$ cat src/sv/i4dq_pkg.sv
`default_nettype none
package i4dq_pkg;
   localparam int unsigned NibbleWidth = 4;
   localparam int unsigned Bf16Width = 16;
   localparam int unsigned ProdWidth = 12;
   localparam logic [15:0] Bf16DefaultNan = 16'hFFC0;
   localparam logic [15:0] Bf16Inf = 16'h7F80;
   localparam logic [15:0] Bf16QuietBit = 16'h0040;

   // decoded operand class of one lane
   typedef enum logic [1:0] {
      KIND_FINITE = 2'd0,
      KIND_NAN    = 2'd1,
      KIND_INF    = 2'd2,
      KIND_DNAN   = 2'd3
   } kind_type;

   // stage 1 -> stage 2 lane record: magnitude product and exponent
   typedef struct packed {
      kind_type kind;
      logic sign;
      logic [15:0] special;
      logic [ProdWidth-1:0] prod;
      logic [7:0] expo;
   } lane_mul_type;

   // stage 2 -> stage 3 lane record: normalized fields before rounding
   typedef struct packed {
      kind_type kind;
      logic sign;
      logic [15:0] special;
      logic zero;
      logic subn;
      logic [6:0] subn_mant;
      logic [3:0] len;
      logic [9:0] bexp;
      logic [ProdWidth-1:0] prod;
   } lane_norm_type;
endpackage
`default_nettype wire

$ cat src/sv/i4dq_mul.sv
`default_nettype none
// Stage 1 logic: difference, decode, small multiply.
module i4dq_mul (
   input  wire logic [3:0] nibble,
   input  wire logic [3:0] zero,
   input  wire logic [15:0] scale,
   output i4dq_pkg::lane_mul_type lane
);
   logic signed [4:0] diff;
   logic [3:0] mag;
   logic [7:0] ex;
   logic [6:0] mant;
   logic [7:0] sig;
   always_comb begin
      diff = $signed({1'b0, nibble}) - $signed({1'b0, zero});
      mag = diff[4] ? 4'(-diff) : diff[3:0];
      ex = scale[14:7];
      mant = scale[6:0];
      sig = (ex == 8'd0) ? {1'b0, mant} : {1'b1, mant};
      lane.sign = scale[15] ^ diff[4];
      lane.prod = {4'd0, sig} * {8'd0, mag};
      lane.expo = (ex == 8'd0) ? 8'd1 : ex;
      lane.special = 16'd0;
      lane.kind = i4dq_pkg::KIND_FINITE;
      if (ex == 8'hFF) begin
         if (mant != 7'd0) begin
            lane.kind = i4dq_pkg::KIND_NAN;
            lane.special = scale | i4dq_pkg::Bf16QuietBit;
         end else if (mag == 4'd0) begin
            lane.kind = i4dq_pkg::KIND_DNAN;
            lane.special = i4dq_pkg::Bf16DefaultNan;
         end else begin
            lane.kind = i4dq_pkg::KIND_INF;
            lane.special = {lane.sign, i4dq_pkg::Bf16Inf[14:0]};
         end
      end
   end
endmodule
`default_nettype wire

$ cat src/sv/i4dq_norm.sv
`default_nettype none
// Stage 2 logic: leading one, exponent, subnormal path.
module i4dq_norm (
   input  wire i4dq_pkg::lane_mul_type lane_in,
   output i4dq_pkg::lane_norm_type lane
);
   logic [3:0] len;
   logic signed [9:0] b;
   logic [18:0] sh;
   always_comb begin
      len = 4'd0;
      for (int i = 0; i < 12; i++) begin
         if (lane_in.prod[i]) len = 4'(i + 1);
      end
      b = $signed({6'd0, len}) + $signed({2'd0, lane_in.expo}) - 10'sd8;
      sh = 19'(lane_in.prod) << 3'(lane_in.expo - 8'd1);
      lane.kind = lane_in.kind;
      lane.sign = lane_in.sign;
      lane.special = lane_in.special;
      lane.zero = (lane_in.prod == '0);
      lane.subn = (b < 10'sd1);
      lane.subn_mant = sh[6:0];
      lane.len = len;
      lane.bexp = b;
      lane.prod = lane_in.prod;
   end
endmodule
`default_nettype wire

$ cat src/sv/i4dq_round.sv
`default_nettype none
// Stage 3 logic: nearest-even rounding and packing.
module i4dq_round (
   input  wire i4dq_pkg::lane_norm_type lane,
   output logic [15:0] result
);
   logic [3:0] sh;
   logic [11:0] q;
   logic [11:0] rem;
   logic [11:0] half;
   logic [9:0] b;
   always_comb begin
      b = lane.bexp;
      q = '0;
      rem = '0;
      half = '0;
      sh = '0;
      if (lane.len <= 4'd8) begin
         q = lane.prod << (4'd8 - lane.len);
      end else begin
         sh = lane.len - 4'd8;
         rem = lane.prod & ((12'd1 << sh) - 12'd1);
         half = 12'd1 << (sh - 4'd1);
         q = lane.prod >> sh;
         if (rem > half || (rem == half && q[0])) q = q + 12'd1;
         if (q == 12'h100) begin
            q = 12'h080;
            b = b + 10'd1;
         end
      end
      case (lane.kind)
         i4dq_pkg::KIND_FINITE: begin
            if (lane.zero) result = {lane.sign, 15'd0};
            else if (lane.subn) result = {lane.sign, 8'd0, lane.subn_mant};
            else if ($signed(b) >= 10'sd255) result = {lane.sign, i4dq_pkg::Bf16Inf[14:0]};
            else result = {lane.sign, b[7:0], q[6:0]};
         end
         default: result = lane.special;
      endcase
   end
endmodule
`default_nettype wire

$ cat src/sv/int4_group_dequant_bf16_unit.sv
`default_nettype none
// Path: a req_ transaction accepted into the multiply register moves on through the
// normalize and round registers, and rsp_valid rises once it reaches the round register.
// Throughput: one transaction per cycle unless rsp_stall backs up the pipeline; three register
// stages (multiply, normalize, round) each hold one transaction and advance independently.
// Reset: synchronous active-high reset clears all stage valid bits;
// payload registers are not reset.
module int4_group_dequant_bf16_unit (
   input  wire logic clock,
   input  wire logic reset,
   input  wire logic req_valid,
   output logic req_stall,
   input  wire logic [7:0] req_packed_byte,
   input  wire logic [3:0] req_zero_first,
   input  wire logic [3:0] req_zero_second,
   input  wire logic [15:0] req_scale_first,
   input  wire logic [15:0] req_scale_second,
   output logic rsp_valid,
   input  wire logic rsp_stall,
   output logic [15:0] rsp_weight_first,
   output logic [15:0] rsp_weight_second
);
   i4dq_pkg::lane_mul_type m0_in, m1_in, m0_ff, m1_ff;
   i4dq_pkg::lane_norm_type n0_in, n1_in, n0_ff, n1_ff;
   logic [15:0] w0_in, w1_in, w0_ff, w1_ff;
   logic v1_ff, v2_ff, v3_ff;
   logic adv1, adv2, adv3;

   // Each stage advances when its output slot is empty or moving on.
   assign adv3 = !v3_ff || !rsp_stall;
   assign adv2 = !v2_ff || adv3;
   assign adv1 = !v1_ff || adv2;
   assign req_stall = !adv1;

   i4dq_mul u_mul0 (.nibble(req_packed_byte[3:0]), .zero(req_zero_first),
      .scale(req_scale_first), .lane(m0_in));
   i4dq_mul u_mul1 (.nibble(req_packed_byte[7:4]), .zero(req_zero_second),
      .scale(req_scale_second), .lane(m1_in));
   i4dq_norm u_norm0 (.lane_in(m0_ff), .lane(n0_in));
   i4dq_norm u_norm1 (.lane_in(m1_ff), .lane(n1_in));
   i4dq_round u_rnd0 (.lane(n0_ff), .result(w0_in));
   i4dq_round u_rnd1 (.lane(n1_ff), .result(w1_in));

   always_ff @(posedge clock) begin
      if (reset) begin
         v1_ff <= 1'b0;
         v2_ff <= 1'b0;
         v3_ff <= 1'b0;
      end else begin
         if (adv1) v1_ff <= req_valid;
         if (adv2) v2_ff <= v1_ff;
         if (adv3) v3_ff <= v2_ff;
      end
   end

   // Payload stages: load only on advance, hold otherwise.
   always_ff @(posedge clock) begin
      if (adv1) begin
         m0_ff <= m0_in;
         m1_ff <= m1_in;
      end
      if (adv2) begin
         n0_ff <= n0_in;
         n1_ff <= n1_in;
      end
      if (adv3) begin
         w0_ff <= w0_in;
         w1_ff <= w1_in;
      end
   end

   assign rsp_valid = v3_ff;
   assign rsp_weight_first = w0_ff;
   assign rsp_weight_second = w1_ff;

   a_hold: assert property (@(posedge clock) disable iff (reset)
      rsp_valid && rsp_stall |=> rsp_valid && $stable(rsp_weight_first))
      else $error("result dropped under stall");
   a_stall: assert property (@(posedge clock) disable iff (reset)
      req_stall |-> v1_ff && v2_ff && v3_ff)
      else $error("stall with empty stage");
   a_move: assert property (@(posedge clock) disable iff (reset)
      v2_ff && !rsp_stall |=> rsp_valid)
      else $error("stage two item lost");
endmodule
`default_nettype wire
$ cat config.mk
export PLATFORM = sky130hd
export DESIGN_NAME = int4_group_dequant_bf16_unit
export DESIGN_NICKNAME = d
export VERILOG_FILES = /design/src/sv/i4dq_pkg.sv /design/src/sv/i4dq_mul.sv /design/src/sv/i4dq_norm.sv /design/src/sv/i4dq_round.sv /design/src/sv/int4_group_dequant_bf16_unit.sv
export SDC_FILE = /design/constraint.sdc
export NUM_CORES = 1
export LEC_CHECK = 0
export BUFFER_PORTS_ARGS = -buffer_cell sky130_fd_sc_hd__buf_2
export CAP_MARGIN = 10
export CORE_UTILIZATION = 57
export CTS_CLUSTER_DIAMETER = 120
export DETAILED_ROUTE_END_ITERATION = 8
export GPL_ROUTABILITY_DRIVEN = 0
export PLACE_DENSITY = 0.78
export SYNTH_ARGS = -nofsm -noshare
export SYNTH_HDL_FRONTEND = slang
export SYNTH_SLANG_ARGS = --single-unit
$ cat constraint.sdc
create_clock -name clock -period 5.3 [get_ports clock]
set_input_delay 1.06 -clock clock [delete_from_list [all_inputs] [get_ports clock]]
set_output_delay 1.06 -clock clock [all_outputs]
set_load 0.05 [all_outputs]
Yosys cells after proc, flatten, opt, wreduce, memory -nomap -nowiden. Cells that the tools add are included.

Memory bits (read-only): 0. Register bits: 221. RAM bits: 0. Latch bits: 0. Output and inout bits: 34. Word-level logic and storage cells: 169. Memories: 0.

Shift-type cells: 10. Muxes and demuxes: 56. Multiply operators: 2. Magnitude comparators: 8. Equality and inequality tests: 6. Bitwise logic cells: 6. Divide/modulo/power cells: 0. Reduce and logical (&&, ||, !) cells: 24. Add/sub/neg operators: 22.

Operators by type and width (count): $mux W16 (6); $mux W15 (6); $mux W12 (4); $mux W4 (12); $shl A1 B4 Y12 const A (4); $mux W10 (4); $mux W7 (4); $add A12 B1 Y12 const B (2); $and A12 B12 Y12 (2); $eq A12 B12 Y1 (2); $eq A12 B9 Y1 const B (2); $gt A12 B12 Y1 (2); $logic_not A12 Y1 (2); $mul A8 B4 Y12 (2); $mux W3 (8); $shl A12 B3 Y7 (2); $shl A12 B4 Y7 (2); $shr A12 B4 Y12 (2); $sub A12 B1 Y12 const B (2); $add A10 B1 Y10 const B (2); $ge A10 B9 Y1 const B (2); $lt A10 B2 Y1 const B (2); $sub A10 B5 Y10 const B (2); $add A4 B8 Y9 (2); 21 further kinds (54).

Longest topological paths before layout. Gate-level depths: netlist of the first run.

Word-level depth: 17. Depth in mapped cells: 26. Gate-level depth less buffers: 24.

Hierarchy. From an unflattened synthesis of the first run, not the netlist that was laid out.

Cells, all modules: 1681. Area, all modules: 17100.2 µm².

By module, submodules not included: int4_group_dequant_bf16_unit (area an instance 6661.4 µm², cells each 231, sequential area each 6606.3 µm², instances 1); i4dq_round at u_rnd1 (area an instance 2834.0 µm², cells each 395, sequential area each 0.0 µm², instances 1); i4dq_mul (area an instance 1396.3 µm², cells each 182, sequential area each 0.0 µm², instances 2); i4dq_round at u_rnd0 (area an instance 2695.1 µm², cells each 385, sequential area each 0.0 µm², instances 1); i4dq_norm (area an instance 1058.5 µm², cells each 153, sequential area each 0.0 µm², instances 2).

Worst setup path before layout of the first run. No wires, ideal clock.

Kind: register -> register. Start: reg n1_ff[22] in the netlist's numbering. End: reg w1_ff[12], in the netlist rsp_weight_second[12] (data pin). Arrival time: 5.623 ns. Period minus slack after synthesis: 5.884 ns. Required time: 5.039 ns. Cell stages (with the launch flop): 26. Path slack: -0.584 ns. Cell sequence: edfxtp_1 > buf_6 > buf_4 > inv_1 > ha_1 > ha_1 > clkbuf_1 > nand2_1 > ha_1 > o21ai_0 > a211oi_1 > nand2b_1 > a32oi_1 > nor2b_1 > ha_1 > nand4_1 > or3_1 > buf_2 > a211o_4 > or4_4 > a221oi_4 > nand4b_4 > nor3_1 > nor4_4 > buf_6 > a221o_1.

Longest elaborated chain between the ends: 17. Elaborated cells between the ends (all ways): 23.

RTL lines: start: declaration (RTL line int4_group_dequant_bf16_unit.sv:24) `i4dq_pkg::lane_norm_type n0_in, n1_in, n0_ff, n1_ff;`; start signal: assignment (RTL line int4_group_dequant_bf16_unit.sv:64) `n1_ff <= n1_in;`; branches (longest 11 deep; another with $sub A12 B1 Y12); $mux W10 * (RTL line i4dq_round.sv:18) `if (lane.len <= 4'd8) begin`; $ge A10 B9 Y1 (RTL line i4dq_round.sv:35) `else if ($signed(b) >= 10'sd255) result = {lane.sign, i4dq_pkg::Bf16Inf[14:0]};`; $mux W15 * (RTL line i4dq_round.sv:35); $mux W15 * (RTL line i4dq_round.sv:34) `else if (lane.subn) result = {lane.sign, 8'd0, lane.subn_mant};`; $mux W15 * (RTL line i4dq_round.sv:33) `if (lane.zero) result = {lane.sign, 15'd0};`; $mux W16 * (RTL line i4dq_round.sv:31) `case (lane.kind)`; net u_rnd1.result[12] (RTL line i4dq_round.sv:5) `output logic [15:0] result`; end signal: assignment (RTL line int4_group_dequant_bf16_unit.sv:68) `w1_ff <= w1_in;`; end: declaration (RTL line int4_group_dequant_bf16_unit.sv:25) `logic [15:0] w0_in, w1_in, w0_ff, w1_ff;`.

Mark *: on every way through the listed nets, which the timed path passes. The select of a mux whose other input is x is not followed. A chain may end at the register's enable or synchronous reset.

Worst setup path after layout of the first run.
Start: reg n1_ff[22] in the netlist's numbering. End: reg w1_ff[9], in the netlist rsp_weight_second[9] (data pin).

The elaborated chain is that of the path after synthesis.

==> results of run 1 <==
## repair_timing
action,CTS,global route
endpoints found under the hold margin,0,0
hold buffers,0,0
pin swaps,1,20
resized for setup,1,32
setup endpoints to repair,4,30
setup buffers,1,12
## final timing paths
path              startpoint              endpoint  slack [ps]  cells past startpoint
hold / removal     m0_ff[38]             n0_ff[53]         410                      0
setup reg to reg   n1_ff[22]  rsp_weight_second[9]         180                     21
hold reg to reg    m0_ff[38]             n0_ff[53]         410                      0
setup / recovery   n1_ff[22]  rsp_weight_second[9]         180                     21
## stage by stage
step | cells | setup WS (ps) | util, %
after global placement | 1941 | -82.6 | 63.6
after global routing | 1997 | -11.3 | 67.5
after CTS | 1985 | 11.2 | 66.6
final | 1999 | 179 | 67.6
after detailed placement | 1941 | -263 | 63.6
after floorplan | 1509 | -32.2 | -
## state kept, by name, indices dropped and copies added, names as in the netlist, 16 cells and up
register           cells
m0_ff                 38
m1_ff                 38
n0_ff                 53
n1_ff                 53
rsp_weight_first      16
rsp_weight_second     16
## kinds of logic after synthesis
kind of cell               Yosys count  synth area share, %
adders and majority gates          132                 12.0
buffers and inverters              144                 3.71
muxes                               75                 5.88
and+or+nand+nor                    533                 17.3
DFF                                217                 41.9
AOI/OAI and AO/OA                  326                 14.6
xor gates and xnor gates            82                 4.64
## final cells by class
cell class / count / area share, %
tap: 335 / 2.35
multi-input combinational: 1148 / 48.9
antenna: 2 / 0.0281
timing repair buffer: 168 / 6.09
clock buffer: 28 / 3.58
sequential: 217 / 36.4
inverter: 86 / 1.86
clock inverter: 15 / 0.787
## per-layer routing
metal	vias to the layer above	part of all wire, %	GRT usage, %
li1	5866	-	-
met1	5925	43	34.5
met2	500	48	44.4
met3	94	6.6	4.33
met4	2	2.6	8.45
met5	-	0.030	0
## layout by cell type (no fill, tap or decap), drive strengths merged, types with 33 or more instances in the layout
cell type / netlist / final
nor2: 134 / 134
and2: 42 / 42
inv: 86 / 88
nor3: 33 / 33
ha: 104 / 104
edfxtp: 214 / 214
o21ai: 52 / 52
xnor2: 55 / 55
mux2i: 46 / 46
nand2: 140 / 140
a21oi: 78 / 78
buf: 17 / 168
## where the power goes
part	switching, mW	total, mW	internal [mW]
combinational	4.80	8.21	3.41
clock	0.658	1.62	0.963
sequential	0.461	3.03	2.57
total	5.92	12.9	6.94
==> key figures, run 1 <==
Route
  • Initial drt markers: 1104
  • Drt drc: 0
  • Total number of vias: 12387
  • Avg WL per Cell: 18.4 um
  • Drt pass-1 iters: 6
  • Vias/cell: 6.20
  • Post-Route WL: 36800 um
  • DRT antenna net count: 0

Die
  • Die width: 167 um
  • Top Ports: 86
  • Starting density of the core: 58.8%
  • Core area: 26400 um^2
  • Die Ht: 167 um
  • Die ar.: 27800 um^2
  • Core Rows: 59

Timing
  • Fin crit share: 96.6%
  • # setup viols final: 0
  • Setup_tns: 0 ps
  • Max Clock Skew: 9.76 ps
  • Final Hold Fails: 0
  • Fin. max-slew vios: 0
  • Hold WS: 415 ps
  • RSZ-0062 raised after global routing: true
  • Tightest Pin Transition: 987 ps
  • Headroom to the max-slew limit: 34.2%
  • Fmax: 195 MHz
  • Fin crit period: 5120 ps

Setup path
  • WP data required: 5680 ps
  • Worst path slowest cell: edfxtp_1
  • CP cell instances: clkinv_4 -> ha_4 -> ha_4 -> nand2_4 -> ha_4 -> o21ai_4 -> a211oi_2 -> nand2b_1 -> a32oi_1 -> nor2b_1 -> ha_1 -> nand4_1 -> or3_4 -> a211o_4 -> or4_4 -> a221oi_4 -> nand4b_4 -> buf_6 -> or3_1 -> a21oi_1 -> a221o_1
  • Most used cell, CP: ha_4
  • CP top delay family: simple AND/OR/NAND/NOR gates
  • Crit path DAT: 5500 ps
  • Crit path max fanout: 13
  • CP startpoint kind: flip-flop
  • Max incr delay on CP: 470 ps
  • Worst path buffer plus inverter count: 2
  • Crit Path Class: reg -> reg
  • Endpoint type of the worst setup path: flip-flop

Final layout
  • Multi-input logic area: 8700 um^2
  • Post-route design area: 17800 um^2
  • Fillers: 1928
  • Sequential cell area: 6490 um^2
  • Layout cells sized above 1: 18.2%
  • Area growth from synthesis to layout: 14.9%
  • # nets final: 1829

Power
  • Leakage: 7.55 nW
  • Tot Pwr: 12.9 mW
  • Power per cell area: 722 nW/um^2
  • Peak VDD IR: 0.000447 V

CTS
  • Clock Root Buffer: clkbuf_16
  • Clk sinks: 217
  • Clock latency on the worst-skew pair: 520 ps
  • Num CTS Buffers: 24
  • Htree depth: 1
  • Clock Tree Buf Depth: 3
  • CTS tree: done
  • Clock transition at path regs: 60 ps

Placement
  • Post-DP HPWL: 27500 um
  • Port Buf Inserts: 85
  • DP Area: 16800 um^2

Yosys
  • Synthesis-stage register bit count: 217
  • Post-Syn Instances: 1509
  • Synth warn: 0
  • Mapped cell area: 15500 um^2
  • Mean Syn Cell Area: 10.3 um^2
  • EDFF count, synth: 214
  • Area share of the largest cell type after synthesis: 41.5%
  • Sequential area share after synthesis: 41.9%
  • Area leader, netlist: edfxtp_1
  • Library cells used by synthesis: 86
  • Top cells by area, synth: edfxtp_1, ha_1, fa_1
  • Most common cell in the netlist: edfxtp_1
  • Ys flop type: edfxtp_1
  • Top cells by count, synth: edfxtp_1, nand2_1, nor2_1
  • Syn Nets: 1693
  • Share of flip-flops with an asynchronous set or reset: 0%

Worst hold path
  • HP Class: reg -> reg

GRT
  • Vias in the first global route: 11870
  • First-pass GRT wire length: 59400 um
  • Remaining Overflow, GRT: 0
  • Initial antenna violation count: 3
  • Largest net degree at the start of global routing: 78
  • Gr usage total: 26.3%

Status
  • Status: complete, no violations

Job
  • Max-cap violations: 0
No activity file was read; power rests on OpenSTA's default activity.
==> inputs of run 2 (changes only) <==
--- a/config.mk
+++ b/config.mk
@@ -7,6 +7,7 @@
 export LEC_CHECK = 0
 export BUFFER_PORTS_ARGS = -buffer_cell sky130_fd_sc_hd__buf_2
 export CAP_MARGIN = 10
+export CORE_ASPECT_RATIO = 0.75
 export CORE_UTILIZATION = 57
 export CTS_CLUSTER_DIAMETER = 120
 export DETAILED_ROUTE_END_ITERATION = 8
@@ -14,4 +15,5 @@
 export PLACE_DENSITY = 0.78
 export SYNTH_ARGS = -nofsm -noshare
 export SYNTH_HDL_FRONTEND = slang
+export SYNTH_HIERARCHICAL = 1
 export SYNTH_SLANG_ARGS = --single-unit
==> run 2 against run 1 <==
Largest cell class unchanged. Combinational power down 3.2%. Non-clock buffer count increased by 1. Via count rose by 4.9%. Critical endpoint is now rsp_weight_second[0]. Critical path type unchanged.
==> key figures, run 2 <==
Placement
  • DP Area: 17800 um^2 (+6.1%)
  • Placement Setup Slack: -178 ps (+85.4 ps)
  • Port Buf Inserts: 85 (unchanged)
  • Post-DP HPWL: 29600 um (+7.6%)

Timing
  • Max Clock Skew: 19.8 ps (+10.0 ps)
  • Headroom to the max-slew limit: 25.6% (-8.6 points)
  • Final Hold Fails: 0 (unchanged)
  • Fmax: 195 MHz (about the same)
  • Final WS setup: 181 ps (+2.43 ps)
  • Tightest Pin Transition: 1120 ps (+128 ps)
  • Fin. max-slew vios: 0 (unchanged)
  • # setup viols final: 0 (unchanged)
  • Fin crit period: 5120 ps (-2.43 ps)
  • Fin crit share: 96.6% (about the same)

Route
  • DRT antenna net count: 0 (unchanged)
  • Vias/cell: 6.02 (-2.9%)
  • Initial drt markers: 1289 (+17%)
  • Drt pass-1 iters: 8 (+2)
  • Avg WL per Cell: 18.3 um (-0.37%)
  • Post-Route WL: 39500 um (+7.6%)
  • Drt drc: 0 (unchanged)
  • Total number of vias: 12990 (+4.9%)

Setup path
  • Critical R2R Launch: n1_ff[23]
  • Endpoint type of the worst setup path: flip-flop
  • WP data required: 5690 ps (about the same)
  • Crit path max fanout: 6 (-7)
  • Crit path DAT: 5510 ps (about the same)
  • Crit Path Class: reg -> reg
  • Crit path launch: n1_ff[23]
  • CP startpoint kind: flip-flop

Worst hold path
  • HP Class: reg -> reg
  • Min-delay src: m1_ff[20]

Yosys
  • Library cells used by synthesis: 118 (+37%)
  • Area leader, netlist: edfxtp_1
  • Most common cell in the netlist: edfxtp_1
  • Sequential area share after synthesis: 38.6% (-3.2 points)
  • EDFF count, synth: 218 (+1.9%)
  • Share of flip-flops with an asynchronous set or reset: 0% (unchanged)
  • Syn Nets: 1879 (+11%)
  • Post-Syn Instances: 1681 (+11%)
  • Synthesis-stage register bit count: 221 (+1.8%)
  • Synth warn: 6 (+6)
  • Top cells by count, synth: edfxtp_1, nor2_1, ha_1, nand2_1, inv_1
  • Top cells by area, synth: edfxtp_1, ha_1, fa_1
  • Area share of the largest cell type after synthesis: 38.3% (-3.2 points)
  • Mean Syn Cell Area: 10.2 um^2 (-0.89%)
  • Ys flop type: edfxtp_1
  • Mapped cell area: 17100 um^2 (+10%)

GRT
  • Initial antenna violation count: 3 (unchanged)
  • Largest net degree at the start of global routing: 81 (+3.8%)
  • Gr usage total: 25.5% (-0.72 points)
  • Remaining Overflow, GRT: 0 (unchanged)
  • Vias in the first global route: 12325 (+3.8%)
  • First-pass GRT wire length: 63900 um (+7.7%)

Die
  • Die Ht: 152 um (-8.9%)
  • Die ar.: 30700 um^2 (+10%)
  • Starting density of the core: 58.5% (-0.32 points)
  • Top Ports: 86 (unchanged)
  • Die width: 202 um (+21%)
  • Core area: 29300 um^2 (+11%)
  • Core Rows: 54 (-8.5%)

CTS
  • Clock latency on the worst-skew pair: 530 ps (about the same)
  • Clock transition at path regs: 60 ps (about the same)
  • Num CTS Buffers: 23 (-4.2%)
  • CTS tree: done
  • Htree depth: 1 (unchanged)
  • Clk sinks: 221 (+1.8%)
  • Hold-fix buffers, CTS: 0 (unchanged)
  • Clock Tree Buf Depth: 3 (unchanged)
  • Clock Root Buffer: clkbuf_16

Final layout
  • Fillers: 2249 (+17%)
  • Most common cell after layout, fill and taps aside: edfxtp_1
  • # nets final: 1945 (+6.3%)
  • Layout cells sized above 1: 19.8% (+1.6 points)
  • Most frequent cells in the layout: edfxtp_1, nor2_1, nand2_1, ha_1, inv_1
  • Area growth from synthesis to layout: 9.54%
  • Regs by FF count: n0_ff (54), n1_ff (54)
  • Post-route design area: 18700 um^2 (+5.2%)

Status
  • Status: complete, no violations

Power
  • Power per cell area: 669 nW/um^2 (-7.4%)
  • Leakage: 7.97 nW (+5.6%)
  • Peak VDD IR: 0.000296 V (-34%)

Job
  • Max-cap violations: 0 (unchanged)
run 2: cell count changes after synthesis, sizes merged, moves of 13 or more:
cell   previous run  this run
inv              86       114
nand2           140       118
o21ai            52        76
ha              104       118
buf              17        88
and2b             0        13
run 2: cell type report:
cell class | count | area [um^2] | area share, %
multi-input cells | 1217 | 9390 | 50.1
clock buffers | 26 | 587 | 3.13
well taps | 392 | 490 | 2.62
inverters | 115 | 432 | 2.30
flip-flops and latches | 221 | 6610 | 35.3
clock inverters | 16 | 166 | 0.888
diodes | 2 | 5.00 | 0.0267
repair buffers | 169 | 1060 | 5.64
run 2: power by group:
group | switching, mW | internal (mW)
Clock | 0.700 | 0.913
Sequential | 0.454 | 2.50
Combinational | 4.66 | 3.29
Total | 5.82 | 6.70
run 2: per-stage QoR:
stage               hold WS (ps)  setup TNS [ps]  total power, mW  std cells  utilization, %
floorplan                    431               0             8.59       1681               -
global placement             401            -101             10.2       2102            60.8
detailed placement           405           -1220             10.5       2102            60.8
CTS                          418               0             12.2       2148            63.5
global route                 427           -3.70             13.4       2157            64.0
finish                       416               0             12.5       2158            64.0
run 2: worst max-delay path, stage by stage, from the launching register on:
cell	delay, ps
edfxtp_1	460
inv_2	80
ha_2	210
ha_1	220
nand2_1	110
ha_2	220
o21ai_2	90
o311a_1	290
o21a_1	210
ha_1	300
nand4_1	140
buf_4	180
nor3_4	160
nor2_4	90
a221oi_4	370
nand4_1	160
o2bb2ai_2	180
a2111o_1	380
o41a_1	390
o22ai_2	230
a21boi_2	110
o31ai_1	250
buf_4	160
run 2: timing repair:
action / CTS / global route
buffers inserted: 4 / 8
gates resized for setup: 2 / 31
pin swaps: 2 / 19
hold endpoints to repair: 0 / 0
gates cloned: 0 / 0
endpoints found under the setup margin: 11 / 31
run 2: cell families after synthesis:
kind of cell | share of synthesized area, %
and+or+nand+nor | 18.2
AOI/OAI and AO/OA | 14.2
buffers and inverters | 7.40
DFF | 38.6
adders and majority gates | 11.9
muxes | 5.65
xor gates and xnor gates | 3.99
run 2: routing by layer:
metal,track usage (%),wire (um),vias up
li1,-,-,6190
met1,38.3,18600,6234
met2,38.9,17300,504
met3,4.83,3090,60
met4,4.26,606,2
met5,0,13,-
run 2: worst paths after layout:
kind	endpoint	slack (ps)	depth (start not counted)
min reg2reg	n1_ff[35]	420	0
min	n1_ff[35]	420	0
max reg2reg	rsp_weight_second[0]	180	22
max	rsp_weight_second[0]	180	22
